**src/hdl/rtm_pkg.sv**
```systemverilog
`timescale 1ns / 1ps
// Package for the runtime meter register bank: transfer payload types,
// action and register codes, reset constants and the fan compare function.
// No dependencies.
package rtm_pkg;

  // Action codes of one input transfer
  typedef enum logic [1:0] {
    ACT_TICK  = 2'd0,
    ACT_PULSE = 2'd1,
    ACT_WRITE = 2'd2,
    ACT_READ  = 2'd3
  } act_e;

  // Writable register numbers
  localparam logic [7:0] REG_LED_MASK = 8'd0;
  localparam logic [7:0] REG_FAN0     = 8'd1;
  localparam logic [7:0] REG_FAN1     = 8'd2;

  // Status flag bit positions
  localparam int unsigned PULSE_BIT = 4;
  localparam int unsigned BLINK_BIT = 7;

  // Reset values
  localparam logic [7:0] TPS_RESET      = 8'd100;
  localparam logic [7:0] LED_MASK_RESET = 8'h80;
  localparam logic [7:0] FAN_RESET      = 8'd201;

  // Fan percent limits
  localparam logic [7:0] PCT_MAX = 8'd100;
  localparam logic [6:0] PCT_MIN = 7'd15;

  localparam int unsigned CNT_W = 32;

  typedef struct packed {
    act_e       action;
    logic [3:0] run_lines;
    logic [7:0] reg_index;
    logic [7:0] write_value;
  } in_t;

  typedef struct packed {
    logic [7:0] read_data;
    logic       index_error;
    logic       led_on;
    logic [7:0] fan0_compare;
    logic [7:0] fan1_compare;
  } out_t;

  // Percent to PWM compare: clamp to 100, lift 1..14 to 15,
  // then (100 - p) * 2, plus one when nonzero. Period is 200.
  function automatic logic [7:0] fan_compare(input logic [7:0] pct);
    logic [6:0] p;
    logic [7:0] v;
    p = (pct > PCT_MAX) ? PCT_MAX[6:0] : pct[6:0];
    if ((p != 7'd0) && (p < PCT_MIN)) begin
      p = PCT_MIN;
    end
    v = {PCT_MAX[6:0] - p, 1'b0};
    if (v != 8'd0) begin
      v = v + 8'd1;
    end
    return v;
  endfunction

endpackage

```
**src/hdl/runtime_meter_register_bank_core.sv**
```systemverilog
`timescale 1ns / 1ps
// Top level of the runtime meter register bank: counter memory with
// read-modify-write pipeline, flag and register state, output register.
// Depends on rtm_pkg.
//
// Usage:
//   Input channel (in_valid_i / in_stall_o / in_data_i) carries one action
//   per transfer: tick, meter pulse, register write or counter image read.
//   Output channel (out_valid_o / out_stall_i / out_data_o) returns exactly
//   one result per action, in order, with state seen after the action.
//   cfg_we_i / cfg_wdata_i write ticks_per_second; write only while idle.
// Pipeline: stage 1 register, then output register. Throughput: one action
//   per cycle while out_stall_i is low. Counters sit in a 2-row memory
//   (row 0 holds seconds and all runtime lanes, row 1 the pulse count) read
//   in the accept cycle and written back as the item leaves stage 1; a
//   write to the row being read is forwarded into the read register.
// Reset: all counters read as zero (per-row valid bits), flags clear,
//   LED mask 0x80, fan compares 201, ticks_per_second 100.
// Stall: the output register holds its result while out_stall_i is high;
//   the stall reaches in_stall_o once the internal stage is also full.
module runtime_meter_register_bank_core #(
  parameter int unsigned RUN_LINES   = 4,
  parameter int unsigned IMAGE_BYTES = 24
) (
  input  logic          clk_i,
  input  logic          rst_ni,
  input  logic          in_valid_i,
  output logic          in_stall_o,
  input  rtm_pkg::in_t  in_data_i,
  output logic          out_valid_o,
  input  logic          out_stall_i,
  output rtm_pkg::out_t out_data_o,
  input  logic          cfg_we_i,
  input  logic [7:0]    cfg_wdata_i
);

  localparam int unsigned LANES = RUN_LINES + 1;
  localparam int unsigned ROW_W = LANES * rtm_pkg::CNT_W;
  localparam int unsigned CNT_W_T = rtm_pkg::CNT_W;

  // Handshake and pipeline control
  logic          s1_valid_q;
  rtm_pkg::in_t  s1_item_q;
  logic          s1_addr_q;
  logic          s1_fire;
  logic          in_xfer;
  logic          out_valid_q;
  rtm_pkg::out_t out_data_q;
  rtm_pkg::out_t out_data_d;

  assign s1_fire    = s1_valid_q && (!out_valid_q || !out_stall_i);
  assign in_stall_o = s1_valid_q && !s1_fire;
  assign in_xfer    = in_valid_i && !in_stall_o;

  // Counter memory, per-row valid bits
  logic [ROW_W-1:0] cnt_mem [2];
  logic [1:0]       row_vld_q;
  logic [ROW_W-1:0] rd_q;
  logic             rd_addr;
  logic             mem_we;
  logic [ROW_W-1:0] mem_wdata;

  // Row select: pulse count and image word 1 live in row 1
  assign rd_addr = (in_data_i.action == rtm_pkg::ACT_PULSE) ||
                   ((in_data_i.action == rtm_pkg::ACT_READ) &&
                    (in_data_i.reg_index[7:2] == 6'd1));

  // Read port with write-first forwarding
  always_ff @(posedge clk_i) begin
    if (in_xfer) begin
      if (mem_we && (s1_addr_q == rd_addr)) begin
        rd_q <= mem_wdata;
      end else if (!row_vld_q[rd_addr]) begin
        rd_q <= '0;
      end else begin
        rd_q <= cnt_mem[rd_addr];
      end
    end
  end

  // Write port
  always_ff @(posedge clk_i) begin
    if (mem_we) begin
      cnt_mem[s1_addr_q] <= mem_wdata;
    end
  end

  always_ff @(posedge clk_i or negedge rst_ni) begin
    if (!rst_ni) begin
      row_vld_q <= '0;
    end else if (mem_we) begin
      row_vld_q[s1_addr_q] <= 1'b1;
    end
  end

  // Stage 1 register: item waiting on its memory read
  always_ff @(posedge clk_i or negedge rst_ni) begin
    if (!rst_ni) begin
      s1_valid_q <= 1'b0;
    end else if (in_xfer) begin
      s1_valid_q <= 1'b1;
    end else if (s1_fire) begin
      s1_valid_q <= 1'b0;
    end
  end

  always_ff @(posedge clk_i) begin
    if (in_xfer) begin
      s1_item_q <= in_data_i;
      s1_addr_q <= rd_addr;
    end
  end

  // Scalar state
  logic [7:0] tps_q;
  logic [7:0] prescale_q, prescale_d;
  logic [7:0] flags_q, flags_d;
  logic [7:0] led_mask_q, led_mask_d;
  logic [7:0] fan0_q, fan0_d;
  logic [7:0] fan1_q, fan1_d;

  // Action execution on the read row
  logic [7:0]         pre_inc;
  logic               second;
  logic [5:0]         word_sel;
  logic [CNT_W_T-1:0] rd_word;

  always_comb begin
    prescale_d = prescale_q;
    flags_d    = flags_q;
    led_mask_d = led_mask_q;
    fan0_d     = fan0_q;
    fan1_d     = fan1_q;
    mem_we     = 1'b0;
    mem_wdata  = rd_q;
    pre_inc    = prescale_q + 8'd1;
    second     = pre_inc >= tps_q;
    word_sel   = s1_item_q.reg_index[7:2];
    rd_word    = '0;
    out_data_d = '0;

    unique case (s1_item_q.action)
      rtm_pkg::ACT_TICK: begin
        prescale_d = second ? 8'd0 : pre_inc;
        if (second) begin
          mem_we = s1_fire;
          mem_wdata[CNT_W_T-1:0] = rd_q[CNT_W_T-1:0] + 32'd1;
          flags_d[rtm_pkg::BLINK_BIT] = ~flags_q[rtm_pkg::BLINK_BIT];
          for (int unsigned i = 0; i < RUN_LINES; i++) begin
            if (s1_item_q.run_lines[i]) begin
              mem_wdata[(i+1)*CNT_W_T +: CNT_W_T] =
                rd_q[(i+1)*CNT_W_T +: CNT_W_T] + 32'd1;
            end
            flags_d[i] = s1_item_q.run_lines[i];
          end
        end
      end
      rtm_pkg::ACT_PULSE: begin
        mem_we = s1_fire;
        mem_wdata[CNT_W_T-1:0] = rd_q[CNT_W_T-1:0] + 32'd1;
        flags_d[rtm_pkg::PULSE_BIT] = ~flags_q[rtm_pkg::PULSE_BIT];
      end
      rtm_pkg::ACT_WRITE: begin
        priority if (s1_item_q.reg_index == rtm_pkg::REG_LED_MASK) begin
          led_mask_d = s1_item_q.write_value;
        end else if (s1_item_q.reg_index == rtm_pkg::REG_FAN0) begin
          fan0_d = rtm_pkg::fan_compare(s1_item_q.write_value);
        end else if (s1_item_q.reg_index == rtm_pkg::REG_FAN1) begin
          fan1_d = rtm_pkg::fan_compare(s1_item_q.write_value);
        end else begin
          // other registers ignored
        end
      end
      rtm_pkg::ACT_READ: begin
        if (s1_item_q.reg_index < 8'(IMAGE_BYTES)) begin
          // words 0 and 1 are lane 0 of rows 0 and 1, runtime i is lane i+1
          if (word_sel < 6'd2) begin
            rd_word = rd_q[CNT_W_T-1:0];
          end
          for (int unsigned l = 1; l < LANES; l++) begin
            if (word_sel == 6'(l + 1)) begin
              rd_word = rd_q[l*CNT_W_T +: CNT_W_T];
            end
          end
          out_data_d.read_data = rd_word[s1_item_q.reg_index[1:0]*8 +: 8];
        end else begin
          out_data_d.index_error = 1'b1;
        end
      end
      default: begin
      end
    endcase

    out_data_d.led_on       = (flags_d & led_mask_d) != 8'd0;
    out_data_d.fan0_compare = fan0_d;
    out_data_d.fan1_compare = fan1_d;
  end

  // State update when the stage-1 item retires
  always_ff @(posedge clk_i or negedge rst_ni) begin
    if (!rst_ni) begin
      prescale_q <= '0;
      flags_q    <= '0;
      led_mask_q <= rtm_pkg::LED_MASK_RESET;
      fan0_q     <= rtm_pkg::FAN_RESET;
      fan1_q     <= rtm_pkg::FAN_RESET;
    end else if (s1_fire) begin
      prescale_q <= prescale_d;
      flags_q    <= flags_d;
      led_mask_q <= led_mask_d;
      fan0_q     <= fan0_d;
      fan1_q     <= fan1_d;
    end
  end

  // Configuration register
  always_ff @(posedge clk_i or negedge rst_ni) begin
    if (!rst_ni) begin
      tps_q <= rtm_pkg::TPS_RESET;
    end else if (cfg_we_i) begin
      tps_q <= cfg_wdata_i;
    end
  end

  // Output register
  always_ff @(posedge clk_i or negedge rst_ni) begin
    if (!rst_ni) begin
      out_valid_q <= 1'b0;
    end else if (s1_fire) begin
      out_valid_q <= 1'b1;
    end else if (!out_stall_i) begin
      out_valid_q <= 1'b0;
    end
  end

  always_ff @(posedge clk_i) begin
    if (s1_fire) begin
      out_data_q <= out_data_d;
    end
  end

  assign out_valid_o = out_valid_q;
  assign out_data_o  = out_data_q;

endmodule
```
**config.mk**
```make
export PLATFORM = sky130hd
export DESIGN_NAME = runtime_meter_register_bank_core
export DESIGN_NICKNAME = d
export VERILOG_FILES = /design/src/hdl/rtm_pkg.sv /design/src/hdl/runtime_meter_register_bank_core.sv
export SDC_FILE = /design/constraint.sdc
export NUM_CORES = 1
export LEC_CHECK = 0
export BUFFER_PORTS_ARGS = -buffer_cell sky130_fd_sc_hd__clkbuf_2
export CORE_ASPECT_RATIO = 1.25
export CORE_MARGIN = 8
export CORE_UTILIZATION = 55
export DETAILED_ROUTE_END_ITERATION = 12
export GPL_TIMING_DRIVEN = 0
export PLACE_DENSITY = 0.73
export SKIP_CTS_REPAIR_TIMING = 1
export SLEW_MARGIN = 20
export SYNTH_ARGS = -nofsm -noshare
export SYNTH_HDL_FRONTEND = slang
export SYNTH_SLANG_ARGS = --single-unit
```
**constraint.sdc**
```tcl
create_clock -name clk_i -period 52.4 [get_ports clk_i]
set_input_delay 10.48 -clock clk_i [delete_from_list [all_inputs] [get_ports clk_i]]
set_output_delay 10.48 -clock clk_i [all_outputs]
set_load 0.01 [all_outputs]
```
Word level (Yosys, flattened, before mapping)
Memories as Yosys holds them, arrays and structs flattened.
Index checks and enable logic that the tools add are counted.
W data, S select, Z words.
{ "totals": {"input_bits": 35, "out_inout_bits": 28, "n_memories": 1, "word_cells": 135, "register_bits": 259, "ram_bits": 320} }
{ "mem_list": {"columns": ["name", "words", "word_bits", "rd", "rd_ports_with_merged_regs", "write_ports", "line", "text"], "rows": [
  ["cnt_mem", 2, 160, 1, 0, 1, "runtime_meter_register_bank_core.sv:56", "logic [ROW_W-1:0] cnt_mem [2];"]
]} }
{ "classes": {"n_reduce_logical": 22, "eq_ne": 14, "n_shift": 1, "bitwise_logic": 4, "add_sub_neg": 10, "order_cmp": 8, "mux": 55} }
{ "op_table": {"columns": ["op", "count"], "rows": [
  ["$mux W160", 3],
  ["$mux W32", 11],
  ["$add A32 B1 Y32 const B", 5],
  ["$mux W128", 1],
  ["$mux W8", 12],
  ["$pmux W32 S2", 1],
  ["$mux W7", 9],
  ["$shiftx A32 B6 Y8", 1],
  ["$add A8 B1 Y8 const B", 3],
  ["$reduce_bool A7 Y1", 3],
  ["$mux W1", 14],
  ["$sub A7 B7 Y7 const A", 2],
  ["$eq A6 B2 Y1 const B", 2],
  ["$eq A6 B3 Y1 const B", 2],
  ["$and A8 B8 Y8", 1],
  ["$eq A8 B1 Y1 const B", 1],
  ["$eq A8 B2 Y1 const B", 1],
  ["$ge A8 B8 Y1", 1],
  ["$gt A8 B7 Y1 const B", 1],
  ["$logic_not A8 Y1", 1],
  ["$lt A8 B5 Y1 const B", 1],
  ["$mux W4", 2],
  ["$reduce_bool A8 Y1", 1],
  ["$logic_and A1 B1 Y1", 7],
  ["18 further kinds", 28]
]} }

Longest topological paths before layout
{ "logic_depth": {"word_depth": 16, "depth_mapped": 13, "depth_no_buf": 11} }

Worst setup path after synthesis
No wires, ideal clock.
{ "synth_timing": {"path_kind": "input to register", "start": "input port out_stall_i", "end": "register row_vld_q[0]", "path_slack_ns": 25.175, "n_path_buf": 0, "stages": 4, "setup_ns": 0.161, "t_arrival_ns": 27.064, "required_time_ns": 52.239, "path_cell_list": "nand2_1 nand2_1 nor4_1 or2_2"} }
{ "synth_via": {"elab_chain_cells": 5} }
{ "synth_rtl": {"columns": ["element", "line", "text"], "rows": [
  ["start, declared", "runtime_meter_register_bank_core.sv:31", "input logic out_stall_i,"],
  ["$logic_not A1 Y1 (*)", null, null],
  ["$logic_or A1 B1 Y1 (*)", "runtime_meter_register_bank_core.sv:51", "assign s1_fire = s1_valid_q && (!out_valid_q || !out_stall_i);"],
  ["$logic_and A1 B1 Y1 (*)", "runtime_meter_register_bank_core.sv:51", null],
  ["$mux W1", "runtime_meter_register_bank_core.sv:145", "if (second) begin"],
  ["$pmux W1 S2 (*)", "runtime_meter_register_bank_core.sv:142", "unique case (s1_item_q.action)"],
  ["end signal, assigned", "runtime_meter_register_bank_core.sv:90", "row_vld_q <= '0;"],
  ["end signal, assigned by index", "runtime_meter_register_bank_core.sv:92", "row_vld_q[s1_addr_q] <= 1'b1;"],
  ["end, declared", "runtime_meter_register_bank_core.sv:57", "logic [1:0] row_vld_q;"]
]} }
Every way passes the cells marked *; elsewhere a longest branch is shown, timed or not.
A chain may end at the register's enable or synchronous reset.

Worst setup path after layout
{ "layout_timing": {"start": "input port out_stall_i", "end": "output port in_stall_o"} }
{ "layout_via": {"elab_chain_cells": 5} }
{ "layout_rtl": {"columns": ["element", "line", "text"], "rows": [
  ["$logic_not A1 Y1", null, null],
  ["$logic_or A1 B1 Y1", "runtime_meter_register_bank_core.sv:51", null],
  ["$logic_and A1 B1 Y1", "runtime_meter_register_bank_core.sv:51", null],
  ["$logic_not A1 Y1", "runtime_meter_register_bank_core.sv:52", "assign in_stall_o = s1_valid_q && !s1_fire;"],
  ["$logic_and A1 B1 Y1", "runtime_meter_register_bank_core.sv:52", null],
  ["end, declared", "runtime_meter_register_bank_core.sv:28", "output logic in_stall_o,"]
]} }
No other way between the ends.

==> run_results.csv <==
group,metric,value,unit
detailed_routing,ant_nets,0,
critical_path,path_cells,"clkbuf_2 > nand3_1 > inv_1 > clkbuf_2",
die,placementRows,92,
clock_tree,cts_buffer_depth,3,
critical_path,cpMostUsedCell,"clkbuf_2",
placed_design,gp_congestion,1.08,
power_and_ir_drop,p_leak,12.2,nW
die,dieArea,58300,sq um
synth,synth_ff_type,"edfxtp_1",
cells_and_area,area_growth,12.1,%
synth,netlist_area,27900,sq um
cells_and_area,finalNonFillerCells,3064,
power_and_ir_drop,swShare,27.3,%
cells_and_area,drive_above_1_share,14.1,%
clock_tree,cts_tree,"done",
die,ios,63,
detailed_routing,vias,19700,
timing,tns,0,ps
detailed_routing,first_pass_iters,6,
synth,synth_area_leaders,"edfxtp_1, mux2i_1, a21o_1, xor2_1, dfrtp_1",
grt,grt_start_max_net_pins,50,
synth,synth.most_common_cell,"edfxtp_1",
critical_path,crit_family,"buffers and inverters",
power_and_ir_drop,seqPwrFrac,50.2,%
synth,synth_edf_count,529,
timing,fmax,0.0468,GHz
detailed_routing,wire_per_inst,26.1,um
timing,finalCritPeriodShare,40.8,%
synth,ys_warn_count,0,
cells_and_area,fillers,3854,
synth,netlist.top_cell.by_area,"edfxtp_1",
cells_and_area,register_area,17100,sq um
detailed_routing,via_per_inst,6.43,
power_and_ir_drop,power.density,37.1,nW/um^2
detailed_routing,drc,0,
placed_design,place_inst,2962,
timing,rsz0062_at_grt,"false",
detailed_routing,routed_wl,80100,um
synth,synth_top_area_share,56.9,%
grt,grt_overflow,0,
critical_path,slowest_stage,"clkbuf_2",
critical_path,critPathKind,"primary input to primary output",
clock_tree,worstSkewPairLatency,630,ps
timing,finalSetupViolCount,0,
power_and_ir_drop,combPwrFrac,14.4,%
die,core_area,50300,sq um
critical_path,path_max_fanout,3,
clock_tree,cts.sink_count,577,
die,die_x,218,um
die,die_h,268,um
cells_and_area,final_net_count,2412,
placed_design,numPortBuffers,62,
critical_path,cp.buffers_inverters,3,
detailed_routing,drt-initial-drc-count,2015,
timing,worstMarginPinSlew,1320,ps
timing,max_slew_margin,10.5,%
critical_path,end_kind,"primary output",
grt,grt_pass1_vias,19700,
synth,syn_area_per_cell,12.7,sq um
synth,yosysSeqAreaShare,61.2,%
grt,grt_pass1_wl,122000,um
worst_hold_path,hp-class,"flop to flop",
outcome,outcome,"complete, no violations",
clock_tree,cts_htree_levels,2,
synth,synthArstFlopShare,8.32,%
power_and_ir_drop,ir_worst_vdd,0.0000265,V
clock_tree,cts_buffers,55,
timing,drv_slew,0,
critical_path,cp.required,41920,ps
critical_path,setup.worst_path.start_class,"primary input",
power_and_ir_drop,p_int,0.000845,W
timing,hold_viol,0,
grt,grt.total_usage,27.5,%
placed_design,dp_hpwl,57500,um
synth,ys_ff_latch,577,
clock_tree,clkTransAtPathRegs,60,ps
timing,finalWorstPathRequiredPeriod,21370,ps
critical_path,cp_slowest_stage_delay,130,ps
synth,synth_commonest_cells,"edfxtp_1, nor3_1, nand2_1",
synth,synthesis.nets,2256,
timing,fin_worst_skew,27.7,ps
cells_and_area,n_antenna_cell,0,
power_and_ir_drop,p_sw,0.000318,W
power_and_ir_drop,clkPwrFrac,35.3,%
synth,ys_types,67,
die,start_util,55.5,%
grt,antenna_found_initial,3,
synth,synth_cells,2205,
clock_tree,cts-root-buf,"clkbuf_16",
cells_and_area,multi_input_area,10200,sq um
critical_path,arrival,10890,ps
flow_run,drv_cap,0,
flip-flops by register name (all words and copies together), names as in the netlist:
signal	cells
rd_q	160
out_valid_o	1
s1_item_q	22
fan1_q	8
flags_q	6
out_data_o	26
fan0_q	8
cnt_mem	320
row_vld_q	2
tps_q	8
prescale_q	8
led_mask_q	6
s1_addr_q	1
s1_valid_q	1
metal layers:
metal | share of wire, % | track usage [%]
met4 | 6.5 | 15.9
met2 | 49 | 46.9
met1 | 37 | 32.9
met5 | 0.016 | 0
met3 | 7.2 | 4.35
power groups by stage:
stage / sequential (W) / clock (W) / combinational [W]
6_report: 0.000584 / 0.000411 / 0.000168
3_3_place_gp: 0.000598 / 0 / 0.000156
2_1_floorplan: 0.000582 / 0 / 0.000109
4_1_cts: 0.000582 / 0.000416 / 0.000166
3_5_place_dp: 0.000591 / 0 / 0.000165
5_1_grt: 0.000586 / 0.000431 / 0.000181
cell usage in the layout, fill, tap and decap left out, types with 76 or more instances in the layout:
cell type	Yosys	routed
a21o_1	143	143
clkbuf_1	75	83
edfxtp_1	529	529
mux2i_1	150	150
nand2_1	155	155
nand3_1	76	76
nor2_1	85	85
nor3_1	178	178
o21ai_0	83	83
xor2_1	105	105
metrics by stage:
stage / utilization [%] / hold WS, ps / total power (W) / setup slack (ps) / area [sq um]
final: 62.2 / 488 / 0.00116 / 31030 / 31300
after global routing: 62.2 / 506 / 0.00120 / 30980 / 31300
after CTS: 62.2 / 484 / 0.00116 / 31020 / 31300
after detailed placement: 58.5 / 471 / 0.000756 / 31030 / 29500
after global placement: 57.8 / 462 / 0.000754 / 14610 / 29100
after floorplan: - / 450 / 0.000691 / 25170 / 27900
area by class of cell:
cell class / count / area share (%)
Sequential cell: 577 / 54.6
Clock buffer: 65 / 4.59
Timing Repair Buffer: 99 / 2.13
Multi-Input combinational cell: 1466 / 32.4
Inverter: 22 / 0.264
Buffer: 140 / 1.99
Tap cell: 658 / 2.63
Clock inverter: 37 / 1.32
final timing paths:
kind	startpoint	slack [ps]	end	cells past startpoint
max	out_stall_i	31030	in_stall_o	4
min	fan0_q[4]	490	fan0_q[4]	2
max reg2reg	prescale_q[0]	46930	cnt_mem[0][138]	18
min reg2reg	fan0_q[4]	490	fan0_q[4]	2
max in group asynchronous	rst_ni	42030	fan0_q[1]	1
min in group asynchronous	rst_ni	9920	out_valid_o	1
worst reg2reg max path, stage by stage, from the launching register on:
cell and delay, ps:
dfrtp_1 430, ha_1 250, nand3_1 140, nor2_1 160, xor2_1 250, ha_1 180, nand4_1 80, nor2_1 300
a21boi_0 380, clkbuf_1 340, buf_2 280, nor4_2 700, buf_4 290, buf_4 180, buf_2 240, buf_2 280
buf_4 210, buf_2 220, buf_2 230
cells by family (layout without fill, tap and decap cells):
family / count (synthesis) / in the layout / share of synthesized area (%)
adders and majority gates: 16 / 16 / 0.717
AOI/OAI and AO/OA: 361 / 361 / 8.80
and+or+nand+nor: 729 / 729 / 13.6
muxes: 211 / 211 / 8.49
xor gates and xnor gates: 149 / 149 / 4.67
DFF: 577 / 577 / 61.2
buffers and inverters: 162 / 363 / 2.53
No activity file was read; power rests on OpenSTA's default activity.
